### src/design/assert_macros.svh
// Assertion helpers for the top-level RTL.
`ifndef ASSERT_MACROS_SVH
`define ASSERT_MACROS_SVH

// Implication checked on every rising clock edge outside reset.
`define ASSERT_IMPL(label, clk, rst_n, ante, cons, msg) \
  label: assert property (@(posedge clk) disable iff (!rst_n) (ante) |-> (cons)) \
    else $error(msg);

// Next-cycle implication checked outside reset.
`define ASSERT_NEXT(label, clk, rst_n, ante, cons, msg) \
  label: assert property (@(posedge clk) disable iff (!rst_n) (ante) |=> (cons)) \
    else $error(msg);

`endif

### src/design/plsub_pkg.sv
package plsub_pkg;
  localparam int COORD_BITS = 24;
  localparam int CFG_BITS   = 24;
  localparam int MAX_PIECES = 64;
  localparam int N_BITS     = $clog2(MAX_PIECES + 1);
  localparam int D_BITS     = COORD_BITS + 1;
  // Even width so that the root takes the radicand in aligned bit pairs.
  localparam int SQ_BITS    = 2 * D_BITS;
  localparam int LEN_BITS   = (SQ_BITS + 1) / 2;
  localparam int QUEUE_DEPTH = 2;
  localparam int QPTR_BITS   = 1;

  typedef logic signed [COORD_BITS-1:0] coord_t;
  typedef logic signed [D_BITS-1:0]     delta_t;

  // Word handed from the front part to the back part.
  typedef struct packed {
    logic   single;
    coord_t px;
    coord_t py;
    coord_t cx;
    coord_t cy;
  } job_t;

  typedef enum logic [1:0] {
    BK_IDLE, BK_SQRT, BK_DIV, BK_EMIT
  } bk_state_t;
endpackage

### src/design/plsub_if.sv
interface plsub_in_if import plsub_pkg::*; (input logic clk);
  logic   valid;
  logic   ready;
  coord_t point_x;
  coord_t point_y;
  logic   line_start;
  modport source (output valid, point_x, point_y, line_start, input ready);
  modport sink (input valid, point_x, point_y, line_start, output ready);
endinterface

interface plsub_out_if import plsub_pkg::*; (input logic clk);
  logic   valid;
  logic   ready;
  coord_t out_x;
  coord_t out_y;
  logic   is_inserted;
  logic   run_last;
  modport source (output valid, out_x, out_y, is_inserted, run_last, input ready);
  modport sink (input valid, out_x, out_y, is_inserted, run_last, output ready);
endinterface

### src/design/plsub_front.sv
module plsub_front import plsub_pkg::*; (
  input  logic            clk,
  input  logic            rst_n,
  plsub_in_if.sink        in_ch,
  output logic            job_valid,
  input  logic            job_ready,
  output job_t            job
);
  coord_t prev_x_r, prev_y_r;
  logic   have_prev_r;
  logic   take;

  assign in_ch.ready = job_ready;
  assign job_valid   = in_ch.valid;
  assign take        = in_ch.valid && job_ready;

  always_comb begin
    job.single = in_ch.line_start || !have_prev_r;
    job.px     = prev_x_r;
    job.py     = prev_y_r;
    job.cx     = in_ch.point_x;
    job.cy     = in_ch.point_y;
  end

  always_ff @(posedge clk) begin
    if (!rst_n) begin
      have_prev_r <= 1'b0;
      prev_x_r    <= '0;
      prev_y_r    <= '0;
    end else if (take) begin
      have_prev_r <= 1'b1;
      prev_x_r    <= in_ch.point_x;
      prev_y_r    <= in_ch.point_y;
    end
  end
endmodule

### src/design/plsub_queue.sv
module plsub_queue import plsub_pkg::*; (
  input  logic clk,
  input  logic rst_n,
  input  logic wr_valid,
  output logic wr_ready,
  input  job_t wr_data,
  output logic rd_valid,
  input  logic rd_ready,
  output job_t rd_data
);
  job_t                mem_r [QUEUE_DEPTH];
  logic [QPTR_BITS-1:0] wp_r, rp_r;
  logic [QPTR_BITS:0]   cnt_r;
  logic                 wr, rd;

  assign wr_ready = (cnt_r != (QPTR_BITS+1)'(QUEUE_DEPTH));
  assign rd_valid = (cnt_r != '0);
  assign rd_data  = mem_r[rp_r];
  assign wr = wr_valid && wr_ready;
  assign rd = rd_valid && rd_ready;

  always_ff @(posedge clk) begin
    if (wr) mem_r[wp_r] <= wr_data;
  end

  always_ff @(posedge clk) begin
    if (!rst_n) begin
      wp_r <= '0; rp_r <= '0; cnt_r <= '0;
    end else begin
      if (wr) wp_r <= wp_r + 1'b1;
      if (rd) rp_r <= rp_r + 1'b1;
      cnt_r <= cnt_r + (QPTR_BITS+1)'(wr) - (QPTR_BITS+1)'(rd);
    end
  end
endmodule

### src/design/plsub_back.sv
module plsub_back import plsub_pkg::*; (
  input  logic              clk,
  input  logic              rst_n,
  input  logic [CFG_BITS-1:0] seg_max,
  input  logic              job_valid,
  output logic              job_ready,
  input  job_t              job,
  plsub_out_if.source       out_ch
);
  bk_state_t state_r, state_nxt;
  job_t      job_r;
  delta_t    dx_r, dy_r;
  logic [SQ_BITS-1:0]  rem_r;        // square-root remainder
  logic [SQ_BITS-1:0]  rad_r;
  logic [LEN_BITS-1:0] root_r;
  logic [5:0]          it_r;         // shared iteration counter
  logic [LEN_BITS-1:0] qrem_r;
  logic [LEN_BITS-1:0] quo_r;
  logic [N_BITS-1:0]   n_r, i_r;
  // Interpolation: dx*i/n via restoring division of |dx*i| by n.
  logic [D_BITS+N_BITS-1:0] mx_r, my_r;
  logic [D_BITS+N_BITS-1:0] rx_r, ry_r, qx_r, qy_r;
  logic [5:0]          step_r;
  logic                ovalid_r;
  coord_t              ox_r, oy_r;
  logic                oins_r, olast_r;
  logic [D_BITS-1:0]   adx, ady;
  logic [2*D_BITS-1:0] sq;
  logic [SQ_BITS+1:0]  trial;
  logic [LEN_BITS:0]   dtrial;
  logic [D_BITS+N_BITS:0] tx, ty;
  logic                out_free;
  logic                load_mul;

  localparam int DIV_W = D_BITS + N_BITS;

  assign out_free   = !ovalid_r || out_ch.ready;
  assign job_ready  = (state_r == BK_IDLE) && out_free;
  assign out_ch.valid       = ovalid_r;
  assign out_ch.out_x       = ox_r;
  assign out_ch.out_y       = oy_r;
  assign out_ch.is_inserted = oins_r;
  assign out_ch.run_last    = olast_r;

  assign adx = dx_r[D_BITS-1] ? D_BITS'(-dx_r) : D_BITS'(dx_r);
  assign ady = dy_r[D_BITS-1] ? D_BITS'(-dy_r) : D_BITS'(dy_r);
  assign sq  = (it_r[0]) ? ady * ady : adx * adx;

  // One root bit per cycle: trial = (rem<<2 | next two bits) - (root<<2 | 1).
  assign trial  = {rem_r, rad_r[SQ_BITS-1 -: 2]} -
                  (SQ_BITS+2)'({root_r, 2'b01});
  assign dtrial = {qrem_r, root_r[LEN_BITS-1]} - (LEN_BITS+1)'(seg_max);
  assign tx = {rx_r, mx_r[DIV_W-1]} - (DIV_W+1)'(n_r);
  assign ty = {ry_r, my_r[DIV_W-1]} - (DIV_W+1)'(n_r);

  always_comb begin
    state_nxt = state_r;
    load_mul  = 1'b0;
    unique case (state_r)
      BK_IDLE: if (job_valid && job_ready && !job.single) state_nxt = BK_SQRT;
      BK_SQRT: if (it_r == 6'd1 + 6'(LEN_BITS)) state_nxt = BK_DIV;
      BK_DIV:  if (it_r == 6'(LEN_BITS - 1)) state_nxt = BK_EMIT;
      BK_EMIT: if (out_free && step_r == 6'(DIV_W) && i_r == n_r) state_nxt = BK_IDLE;
      default: state_nxt = BK_IDLE;
    endcase
    load_mul = (state_r == BK_DIV) && (it_r == 6'(LEN_BITS - 1));
  end

  always_ff @(posedge clk) begin
    if (!rst_n) state_r <= BK_IDLE;
    else        state_r <= state_nxt;
  end

  always_ff @(posedge clk) begin
    if (!rst_n) begin
      ovalid_r <= 1'b0;
    end else begin
      if (out_ch.ready) ovalid_r <= 1'b0;
      unique case (state_r)
        BK_IDLE: begin
          if (job_valid && job_ready) begin
            job_r <= job;
            dx_r  <= D_BITS'(job.cx) - D_BITS'(job.px);
            dy_r  <= D_BITS'(job.cy) - D_BITS'(job.py);
            it_r  <= '0;
            root_r <= '0;
            rem_r  <= '0;
            rad_r  <= '0;
            if (job.single) begin
              ovalid_r <= 1'b1;
              ox_r <= job.cx; oy_r <= job.cy;
              oins_r <= 1'b0; olast_r <= 1'b1;
            end
          end
        end
        BK_SQRT: begin
          // Forms dx*dx, then adds dy*dy, then one root bit a cycle.
          it_r <= it_r + 6'd1;
          if (it_r == 6'd0) begin
            rad_r <= SQ_BITS'(sq);
          end else if (it_r == 6'd1) begin
            rad_r <= rad_r + SQ_BITS'(sq);
          end else begin
            rad_r <= {rad_r[SQ_BITS-3:0], 2'b00};
            if (!trial[SQ_BITS+1]) begin
              rem_r  <= SQ_BITS'(trial);
              root_r <= {root_r[LEN_BITS-2:0], 1'b1};
            end else begin
              rem_r  <= {rem_r[SQ_BITS-3:0], rad_r[SQ_BITS-1 -: 2]};
              root_r <= {root_r[LEN_BITS-2:0], 1'b0};
            end
          end
          if (it_r == 6'd1 + 6'(LEN_BITS)) begin
            it_r   <= '0;
            qrem_r <= '0;
            quo_r  <= '0;
          end
        end
        BK_DIV: begin
          // Restoring division of the length by the limit, one bit a cycle.
          it_r   <= it_r + 6'd1;
          root_r <= {root_r[LEN_BITS-2:0], 1'b0};
          if (!dtrial[LEN_BITS]) begin
            qrem_r <= LEN_BITS'(dtrial);
            quo_r  <= {quo_r[LEN_BITS-2:0], 1'b1};
          end else begin
            qrem_r <= {qrem_r[LEN_BITS-2:0], root_r[LEN_BITS-1]};
            quo_r  <= {quo_r[LEN_BITS-2:0], 1'b0};
          end
          if (load_mul) begin
            i_r    <= N_BITS'(1);
            step_r <= '0;
            rx_r   <= '0; ry_r <= '0;
            mx_r   <= DIV_W'(adx);
            my_r   <= DIV_W'(ady);
          end
        end
        BK_EMIT: begin
          if (step_r < 6'(DIV_W)) begin
            step_r <= step_r + 6'd1;
            mx_r <= {mx_r[DIV_W-2:0], !tx[DIV_W]};
            my_r <= {my_r[DIV_W-2:0], !ty[DIV_W]};
            rx_r <= tx[DIV_W] ? {rx_r[DIV_W-2:0], mx_r[DIV_W-1]} : DIV_W'(tx);
            ry_r <= ty[DIV_W] ? {ry_r[DIV_W-2:0], my_r[DIV_W-1]} : DIV_W'(ty);
          end else if (out_free) begin
            ovalid_r <= 1'b1;
            if (i_r == n_r) begin
              ox_r <= job_r.cx; oy_r <= job_r.cy;
              oins_r <= 1'b0; olast_r <= 1'b1;
            end else begin
              ox_r <= COORD_BITS'(D_BITS'(job_r.px) +
                      (dx_r[D_BITS-1] ? -D_BITS'(mx_r) : D_BITS'(mx_r)));
              oy_r <= COORD_BITS'(D_BITS'(job_r.py) +
                      (dy_r[D_BITS-1] ? -D_BITS'(my_r) : D_BITS'(my_r)));
              oins_r <= 1'b1; olast_r <= 1'b0;
              i_r    <= i_r + N_BITS'(1);
              step_r <= '0;
              rx_r <= '0; ry_r <= '0;
              mx_r <= DIV_W'(adx) * DIV_W'(i_r + N_BITS'(1));
              my_r <= DIV_W'(ady) * DIV_W'(i_r + N_BITS'(1));
            end
          end
        end
        default: ;
      endcase
    end
  end

  // n from the quotient; a zero limit forces the maximum.
  always_ff @(posedge clk) begin
    if (load_mul) begin
      if (seg_max == '0 ||
          {quo_r[LEN_BITS-2:0], !dtrial[LEN_BITS]} >= LEN_BITS'(MAX_PIECES - 1))
        n_r <= N_BITS'(MAX_PIECES);
      else
        n_r <= N_BITS'({quo_r[LEN_BITS-2:0], !dtrial[LEN_BITS]}) + N_BITS'(1);
    end
  end
endmodule

### src/design/polyline_subdivide.sv
// Timing: a line-start vertex (or the first after reset) passes through the job queue and
// the output register; any other vertex first gets its length from a serial square root
// and divides it by the limit, then each word comes from the serial interpolation divider.
// The back part takes one vertex at a time: no new vertex until its last word is issued.
// Reset: synchronous active-low rst_n clears control, limit returns to 256.
`include "assert_macros.svh"
module polyline_subdivide import plsub_pkg::*; (
  input  logic                clk,
  input  logic                rst_n,
  input  logic                cfg_we,
  input  logic [CFG_BITS-1:0] cfg_wdata,
  plsub_in_if.sink            in_ch,
  plsub_out_if.source         out_ch
);
  logic [CFG_BITS-1:0] seg_max_r;
  logic fq_valid, fq_ready, bq_valid, bq_ready;
  job_t fq_job, bq_job;

  always_ff @(posedge clk) begin
    if (!rst_n)      seg_max_r <= CFG_BITS'(256);
    else if (cfg_we) seg_max_r <= cfg_wdata;
  end

  plsub_front u_front (
    .clk, .rst_n, .in_ch,
    .job_valid(fq_valid), .job_ready(fq_ready), .job(fq_job)
  );

  plsub_queue u_queue (
    .clk, .rst_n,
    .wr_valid(fq_valid), .wr_ready(fq_ready), .wr_data(fq_job),
    .rd_valid(bq_valid), .rd_ready(bq_ready), .rd_data(bq_job)
  );

  plsub_back u_back (
    .clk, .rst_n, .seg_max(seg_max_r),
    .job_valid(bq_valid), .job_ready(bq_ready), .job(bq_job), .out_ch
  );

  `ASSERT_IMPL(a_last_not_inserted, clk, rst_n, out_ch.valid && out_ch.run_last,
    !out_ch.is_inserted, "last word marked inserted")
  `ASSERT_IMPL(a_ins_not_last, clk, rst_n, out_ch.valid && out_ch.is_inserted,
    !out_ch.run_last, "inserted word marked last")
  `ASSERT_NEXT(a_hold, clk, rst_n, out_ch.valid && !out_ch.ready,
    out_ch.valid && $stable(out_ch.out_x), "stalled word changed")
endmodule
### src/flat_wrapper.sv
// flat-port wrapper written by rule: the top's interface ports become plain ports
module polyline_subdivide_flat import plsub_pkg::*;
  (clk, rst_n, cfg_we, cfg_wdata, in_ch_valid, in_ch_point_x, in_ch_point_y, in_ch_line_start, in_ch_ready, out_ch_valid, out_ch_out_x, out_ch_out_y, out_ch_is_inserted, out_ch_run_last, out_ch_ready);
  plsub_in_if in_ch_i (.clk(clk));
  plsub_out_if out_ch_i (.clk(clk));
  input  logic clk;
  input  logic rst_n;
  input  logic cfg_we;
  input  logic [CFG_BITS-1:0] cfg_wdata;
  input wire logic [$bits(in_ch_i.valid)-1:0] in_ch_valid;
  input wire logic [$bits(in_ch_i.point_x)-1:0] in_ch_point_x;
  input wire logic [$bits(in_ch_i.point_y)-1:0] in_ch_point_y;
  input wire logic [$bits(in_ch_i.line_start)-1:0] in_ch_line_start;
  output wire logic [$bits(in_ch_i.ready)-1:0] in_ch_ready;
  output wire logic [$bits(out_ch_i.valid)-1:0] out_ch_valid;
  output wire logic [$bits(out_ch_i.out_x)-1:0] out_ch_out_x;
  output wire logic [$bits(out_ch_i.out_y)-1:0] out_ch_out_y;
  output wire logic [$bits(out_ch_i.is_inserted)-1:0] out_ch_is_inserted;
  output wire logic [$bits(out_ch_i.run_last)-1:0] out_ch_run_last;
  input wire logic [$bits(out_ch_i.ready)-1:0] out_ch_ready;
  assign in_ch_i.valid = in_ch_valid;
  assign in_ch_i.point_x = in_ch_point_x;
  assign in_ch_i.point_y = in_ch_point_y;
  assign in_ch_i.line_start = in_ch_line_start;
  assign in_ch_ready = in_ch_i.ready;
  assign out_ch_valid = out_ch_i.valid;
  assign out_ch_out_x = out_ch_i.out_x;
  assign out_ch_out_y = out_ch_i.out_y;
  assign out_ch_is_inserted = out_ch_i.is_inserted;
  assign out_ch_run_last = out_ch_i.run_last;
  assign out_ch_i.ready = out_ch_ready;
  polyline_subdivide u_core (.clk(clk), .rst_n(rst_n), .cfg_we(cfg_we), .cfg_wdata(cfg_wdata), .in_ch(in_ch_i), .out_ch(out_ch_i));
endmodule
### config.mk
export PLATFORM = sky130hd
export DESIGN_NAME = polyline_subdivide_flat
export DESIGN_NICKNAME = d
export VERILOG_FILES = /design/src/design/plsub_pkg.sv /design/src/design/plsub_if.sv /design/src/design/plsub_front.sv /design/src/design/plsub_queue.sv /design/src/design/plsub_back.sv /design/src/design/polyline_subdivide.sv /design/src/flat_wrapper.sv
export VERILOG_INCLUDE_DIRS = /design/src /design/src/design
export SDC_FILE = /design/constraint.sdc
export NUM_CORES = 2
export LEC_CHECK = 0
export BUFFER_PORTS_ARGS = -buffer_cell sky130_fd_sc_hd__buf_2
export CORE_UTILIZATION = 50
export DETAILED_ROUTE_END_ITERATION = 12
export PLACE_DENSITY = 0.66
export SLEW_MARGIN = 20
export SYNTH_ARGS = -nofsm -noshare
export SYNTH_HDL_FRONTEND = slang
export SYNTH_SLANG_ARGS = --single-unit
### constraint.sdc
create_clock -name clk -period 26.2 [get_ports clk]
set_input_delay 3.93 -clock clk [delete_from_list [all_inputs] [get_ports clk]]
set_output_delay 3.93 -clock clk [all_outputs]
set_load 0.05 [all_outputs]
Yosys cells after proc, flatten, opt, wreduce, memory -nomap -nowiden
Memories as Yosys holds them, arrays and structs flattened. A register that Yosys moved wholly into a read port is not among the register bits.
Index checks and enable logic that the tools add are counted.
{"block": "totals", "reg_bits": 604, "ramBits": 194, "input_bits": 78, "out_inout_bits": 52, "word_cells": 213, "n_memories": 1}
{"block": "classes", "n_addsub": 22, "n_mul": 4, "magnitude_cmp": 2, "eq_ne": 23, "mux": 94, "n_reduce_logical": 35}
{"memory": "u_core.u_queue.mem_r", "words": 2, "word_bits": 97, "rd": 1, "rd_ports_with_merged_regs": 1, "wr": 1, "line_no": "plsub_queue.sv:11", "text": "job_t mem_r [QUEUE_DEPTH];"}
{"operator": "$mux 32", "n": 15}
{"operator": "$mux 50", "n": 7}
{"operator": "$mux 24", "n": 12}
{"operator": "$pmux 32 s2", "n": 4}
{"operator": "$pmux 50 s2", "n": 2}
{"operator": "$mux 25", "n": 7}
{"operator": "$pmux 24 s2", "n": 3}
{"operator": "$mul 25x25->50", "n": 2}
{"operator": "$pmux 25 s3", "n": 1}
{"operator": "$sub 33x7->33", "n": 2}
{"operator": "$sub 52x27->52", "n": 1}
{"operator": "$add 50x50->50", "n": 1}
{"operator": "$neg 25->25", "n": 2}
{"operator": "$pmux 25 s2", "n": 1}
{"operator": "$sub 24x24->25", "n": 2}
{"operator": "$add 24x24->24", "n": 2}
{"operator": "$neg 24->24", "n": 2}
{"operator": "$mux 6", "n": 6}
{"operator": "$mul 25x32->32", "n": 1}
{"operator": "$mul 25x8->32", "n": 1}
{"operator": "$mux 7", "n": 4}
{"operator": "$sub 26x24->26", "n": 1}
{"operator": "$ge 25x6->1 const B", "n": 1}
{"operator": "$logic_not 24->1", "n": 1}
{"operator": "34 further kinds", "n": 99}

Longest topological paths before layout
{"block": "logic_depth", "depth_word": 8, "depth_mapped": 52, "ltp_nobuf": 50}

Cells and area by module
Synthesis repeated with hierarchy kept, for this count alone.
{"block": "hier_totals", "cells_unflattened": 9507, "hier_area_um2": 91089.9}
{"module": "plsub_back", "n_inst": 1, "cells_per_inst": 8827, "area_per_inst_um2": 80528.5, "seq_area_each_um2": 15795.1}
{"module": "plsub_queue", "n_inst": 1, "cells_per_inst": 331, "area_per_inst_um2": 7379.6, "seq_area_each_um2": 5925.7}
{"module": "plsub_front", "n_inst": 1, "cells_per_inst": 272, "area_per_inst_um2": 2254.7, "seq_area_each_um2": 980.9}
{"module": "polyline_subdivide", "n_inst": 1, "cells_per_inst": 77, "area_per_inst_um2": 927.1, "seq_area_each_um2": 480.5}

Worst setup path after synthesis
No wires, ideal clock.
{"block": "synth_timing", "path_type": "flip-flop to flip-flop", "startpoint": "register u_core.u_back.dx_r[0]", "endpoint": "register u_core.u_back.rad_r[49] (data pin)", "setup_time_ns": 0.132, "arrival_time_ns": 11.806, "required_time_ns": 26.068, "setup_slack_ns": 14.262, "path_stages_with_launch": 48, "n_path_buf": 3, "synth_period_minus_slack_ns": 11.938, "path_cell_list": "edfxtp_1 inv_1 clkbuf_1 ha_1 or3b_1 or4_1 or2_1 clkbuf_1 o21ai_0 xnor2_1 clkbuf_1 nand2_1 fa_1 inv_1 fa_1 inv_1 fa_1 inv_1 (+12 left out) o21a_1 nand2_1 a21o_1 a21oi_1 xor2_1 mux2i_1 ha_1 and3_1 and3_1 and3_1 a211oi_1 o221ai_1 a211oi_1 o21ai_0 o21ai_0 o21ai_0 o32ai_1 a41o_1"}
{"block": "synth_via", "elab_chain_cells": 8}
{"element": "start: declaration", "line_no": "plsub_back.sv:12", "text": "delta_t dx_r, dy_r;"}
{"element": "start signal: assignment", "line_no": "plsub_back.sv:83", "text": "dx_r <= D_BITS'(job.cx) - D_BITS'(job.px);"}
{"element": "$neg 25->25", "line_no": "plsub_back.sv:45", "text": "assign adx = dx_r[D_BITS-1] ? D_BITS'(-dx_r) : D_BITS'(dx_r);"}
{"element": "$mux 25 *", "line_no": "plsub_back.sv:45"}
{"element": "$mul 25x25->50 *", "line_no": "plsub_back.sv:47", "text": "assign sq = (it_r[0]) ? ady * ady : adx * adx;"}
{"element": "$mux 50 *", "line_no": "plsub_back.sv:47"}
{"element": "$add 50x50->50", "line_no": "plsub_back.sv:102", "text": "rad_r <= rad_r + SQ_BITS'(sq);"}
{"element": "$mux 50", "line_no": "plsub_back.sv:101", "text": "end else if (it_r == 6'd1) begin"}
{"element": "$mux 50 *", "line_no": "plsub_back.sv:99", "text": "if (it_r == 6'd0) begin"}
{"element": "$pmux 50 s2 *", "line_no": "plsub_back.sv:79", "text": "unique case (state_r)"}
{"element": "end signal: assignment", "line_no": "plsub_back.sv:100", "text": "rad_r <= SQ_BITS'(sq);"}
{"element": "end signal: assignment", "line_no": "plsub_back.sv:102"}
{"element": "end signal: assignment", "line_no": "plsub_back.sv:104", "text": "rad_r <= {rad_r[SQ_BITS-3:0], 2'b00};"}
{"element": "end: declaration", "line_no": "plsub_back.sv:14", "text": "logic [SQ_BITS-1:0] rad_r;"}
Mark *: on every way between the ends. The rest lies on a longest branch, timed or not.
A chain may end at the register's enable or synchronous reset.

Worst setup path after layout
Same ends and word-level chain as after synthesis.

==> out/results.tsv <==
metric	value	unit
critPathKind	flip-flop to flip-flop	
grt_pass1_vias	69090	
worst_setup_path_start_kind	flip-flop	
fin_crit	13.71	ns
viasPerCell	5.569	
finalHoldViolations	0	
place_congestion	0.9320	
cts-root-buf	clkbuf_16	
critPathMaxFanout	19	
synth_top_cell_by_area	fa_1	
hold_buffers	0	
grt-ovfl-total	0	
post_cts_buffers	0	
clock_latency	0.73	ns
critPathMaxStageDelay	0.78	ns
required	26.77	ns
ys_types	90	
outcome	complete, no violations	
fin_crit_sh	52.32	%
drv_cap	0	
worst_slew_pin_slew	1.155	ns
die_h	427.6	µm
numCtsBuffers	89	
drt_wl_total	240.1	mm
syn2layout_area_growth	7.700	%
core-area	0.1792	mm²
drt_iter0_markers	4946	
critPathCaptureType	flip-flop	
fillCellCount	16030	
yosysWarnings	0	
drt-pass1-iter-count	6	
setup_violations	0	
avgSynthCellArea	9.564	µm²
grt_usage	26.63	%
synth_edf_count	718	
io_pins	130	
rows	155	
port-buffer-count	129	
cts_tree	yes	
cts_sinks	799	
hold_class	flip-flop to flip-flop	
cts_resized	0	
vias	66600	
antenna_found_initial	4	
grt_setup_unrepaired	false	
die-area	0.1829	mm²
path_common_cell	inv_1	
syn_inst	9471	
finalMaxSlewViolations	0	
relSlewSlack	22.19	%
synth-async-reset-ratio	0	%
synth.top_cells.by_count	1782 x inv_1, 1215 x fa_1, 954 x nand2_1	
grt_start_max_net_pins	84	
hpwlAfterDp	183.3	mm
synth.top_cell.area_share	26.85	%
wl_per_cell	20.08	µm
synthTopCellsByArea	fa_1 27%, edfxtp_1 24%, ha_1 9.5%	
clkTransAtPathRegs	0.06	ns
whs	0.4444	ns
cp.arrival	14.28	ns
synth-main-ff-cell	edfxtp_1	
fin_skew	0.05698	ns
crit_slowest_cell	edfxtp_1	
drive_gt1_share	5.947	%
clockBufferDepth	3	
timing.fmax	72.95	MHz
tns	0	ns
detail_route.drc_violations	0	
nets	11510	
grt_pass1_wl	381.3	mm
htree_levels	3	
netlist_area	0.09058	mm²
ys_seq_area_share	25.59	%
yosysMostFrequentCell	inv_1	
ys_ff_latch	799	
drtAntennaViolNets	0	
dieWidth	427.6	µm
start_util	50.55	%
-- area by class of cell --
cell class / instances / area (µm²) / area share [%]
multi-input combinational: 6562 / 59840 / 61.34
sequential: 799 / 23190 / 23.77
inverter: 1801 / 6761 / 6.931
tap: 2355 / 2947 / 3.021
clock buffer: 120 / 2487 / 2.550
timing repair buffer: 276 / 1765 / 1.810
clock inverter: 44 / 566.8 / 0.5810
antenna: 1 / 2.502 / 0.002565
-- metal layers --
| metal | track usage, % | wire (µm) |
|---|---|---|
| met2 | 43.20 | 110800 |
| met5 | 0.2865 | 97 |
| met1 | 35.91 | 101800 |
| met3 | 4.642 | 18050 |
| met4 | 9.496 | 9322 |
-- metrics by stage --
| stage | utilization, % | setup WS (ns) | area, µm² | cells |
|---|---|---|---|---|
| after detailed placement | 52.72 | 12.64 | 94460 | 11790 |
| final | 54.44 | 12.49 | 97550 | 11960 |
| after CTS | 54.42 | 12.62 | 97520 | 11960 |
| after floorplan | - | 14.26 | 90710 | 9505 |
| after global placement | 52.70 | 12.93 | 94450 | 11790 |
| after global routing | 54.44 | 11.81 | 97550 | 11960 |
-- worst paths after layout --
path	start	endpoint	slack (ns)	cells after the start
worst max register to register	u_core.u_back.dx_r[0]	u_core.u_back.rad_r[49]	12.49	45
worst min-delay path	u_core.u_front.prev_x_r[5]	u_core.u_queue.mem_r[1][77]	0.44	0
worst max-delay path	u_core.u_back.dx_r[0]	u_core.u_back.rad_r[49]	12.49	45
worst min register to register	u_core.u_front.prev_x_r[5]	u_core.u_queue.mem_r[1][77]	0.44	0
-- flip-flops by register name (all words and copies together) (netlist names), 7 cells and up, named ones only --
| signal | cells |
|---|---|
| u_core.seg_max_r | 24 |
| u_core.u_back.n_r | 7 |
| u_core.u_back.job_r | 96 |
| u_core.u_back.qrem_r | 25 |
| u_core.u_back.out_ch.out_y | 24 |
| u_core.u_back.rx_r | 32 |
| u_core.u_back.quo_r | 24 |
| u_core.u_back.i_r | 7 |
| u_core.u_queue.mem_r | 194 |
| u_core.u_back.dx_r | 25 |
| u_core.u_back.out_ch.out_x | 24 |
| u_core.u_back.dy_r | 25 |
| u_core.u_back.root_r | 25 |
| u_core.u_back.rad_r | 50 |
| u_core.u_back.rem_r | 50 |
| u_core.u_back.mx_r | 32 |
| u_core.u_back.ry_r | 32 |
| u_core.u_front.prev_y_r | 24 |
| u_core.u_back.my_r | 32 |
| u_core.u_front.prev_x_r | 24 |
-- critical path: cells and delay by family, from the launching register on --
kind	cells	cell delay [ns]
XOR/XNOR	2	0.53
AO/OA/AOI/OAI	14	4.40
AND/OR/NAND/NOR	9	2.20
buffers and inverters	9	0.91
flip-flops	1	0.78
multiplexers	1	0.17
adder cells (fa/ha/maj)	10	4.53
-- cells by family (layout without fill, tap and decap cells) --
| kind of cell | after synthesis | after routing | synth area share [%] |
|---|---|---|---|
| AO/OA/AOI/OAI | 1344 | 1344 | 9.357 |
| XOR/XNOR | 491 | 491 | 4.764 |
| adder cells (fa/ha/maj) | 1906 | 1906 | 36.40 |
| buffers and inverters | 2144 | 2241 | 8.888 |
| flip-flops | 799 | 799 | 25.59 |
| multiplexers | 214 | 214 | 2.449 |
| other | 2 | 37 | 0.008291 |
| AND/OR/NAND/NOR | 2571 | 2571 | 12.54 |
-- cells in the final DEF, fill, tap and decap left out, types with 20 or more instances in the layout --
cell type	n
buf_2	129
o21a_1	54
nor4_1	51
a211oi_1	37
dfxtp_1	80
ha_1	689
or2_2	20
nor3_1	93
or3_1	47
conb_1	36
and3_1	46
o21ai_0	302
clkbuf_1	20
nand2b_1	107
mux2_2	61
mux2i_1	153
edfxtp_1	718
nor2_1	898
buf_4	145
nand2_1	953
o31ai_1	34
nand4_1	23
a31oi_1	66
o41ai_1	23
and2_1	103
a21o_1	153
nor2b_1	57
a21boi_0	24
xor2_1	171
fa_1	1215
nand3_1	94
xnor2_1	294
a21oi_1	421
o211ai_1	22
clkbuf_16	92
inv_1	1781
o21bai_1	33
Power is not shown: default switching activity piles up to over one toggle a cycle in this logic, so the estimate is an artifact.
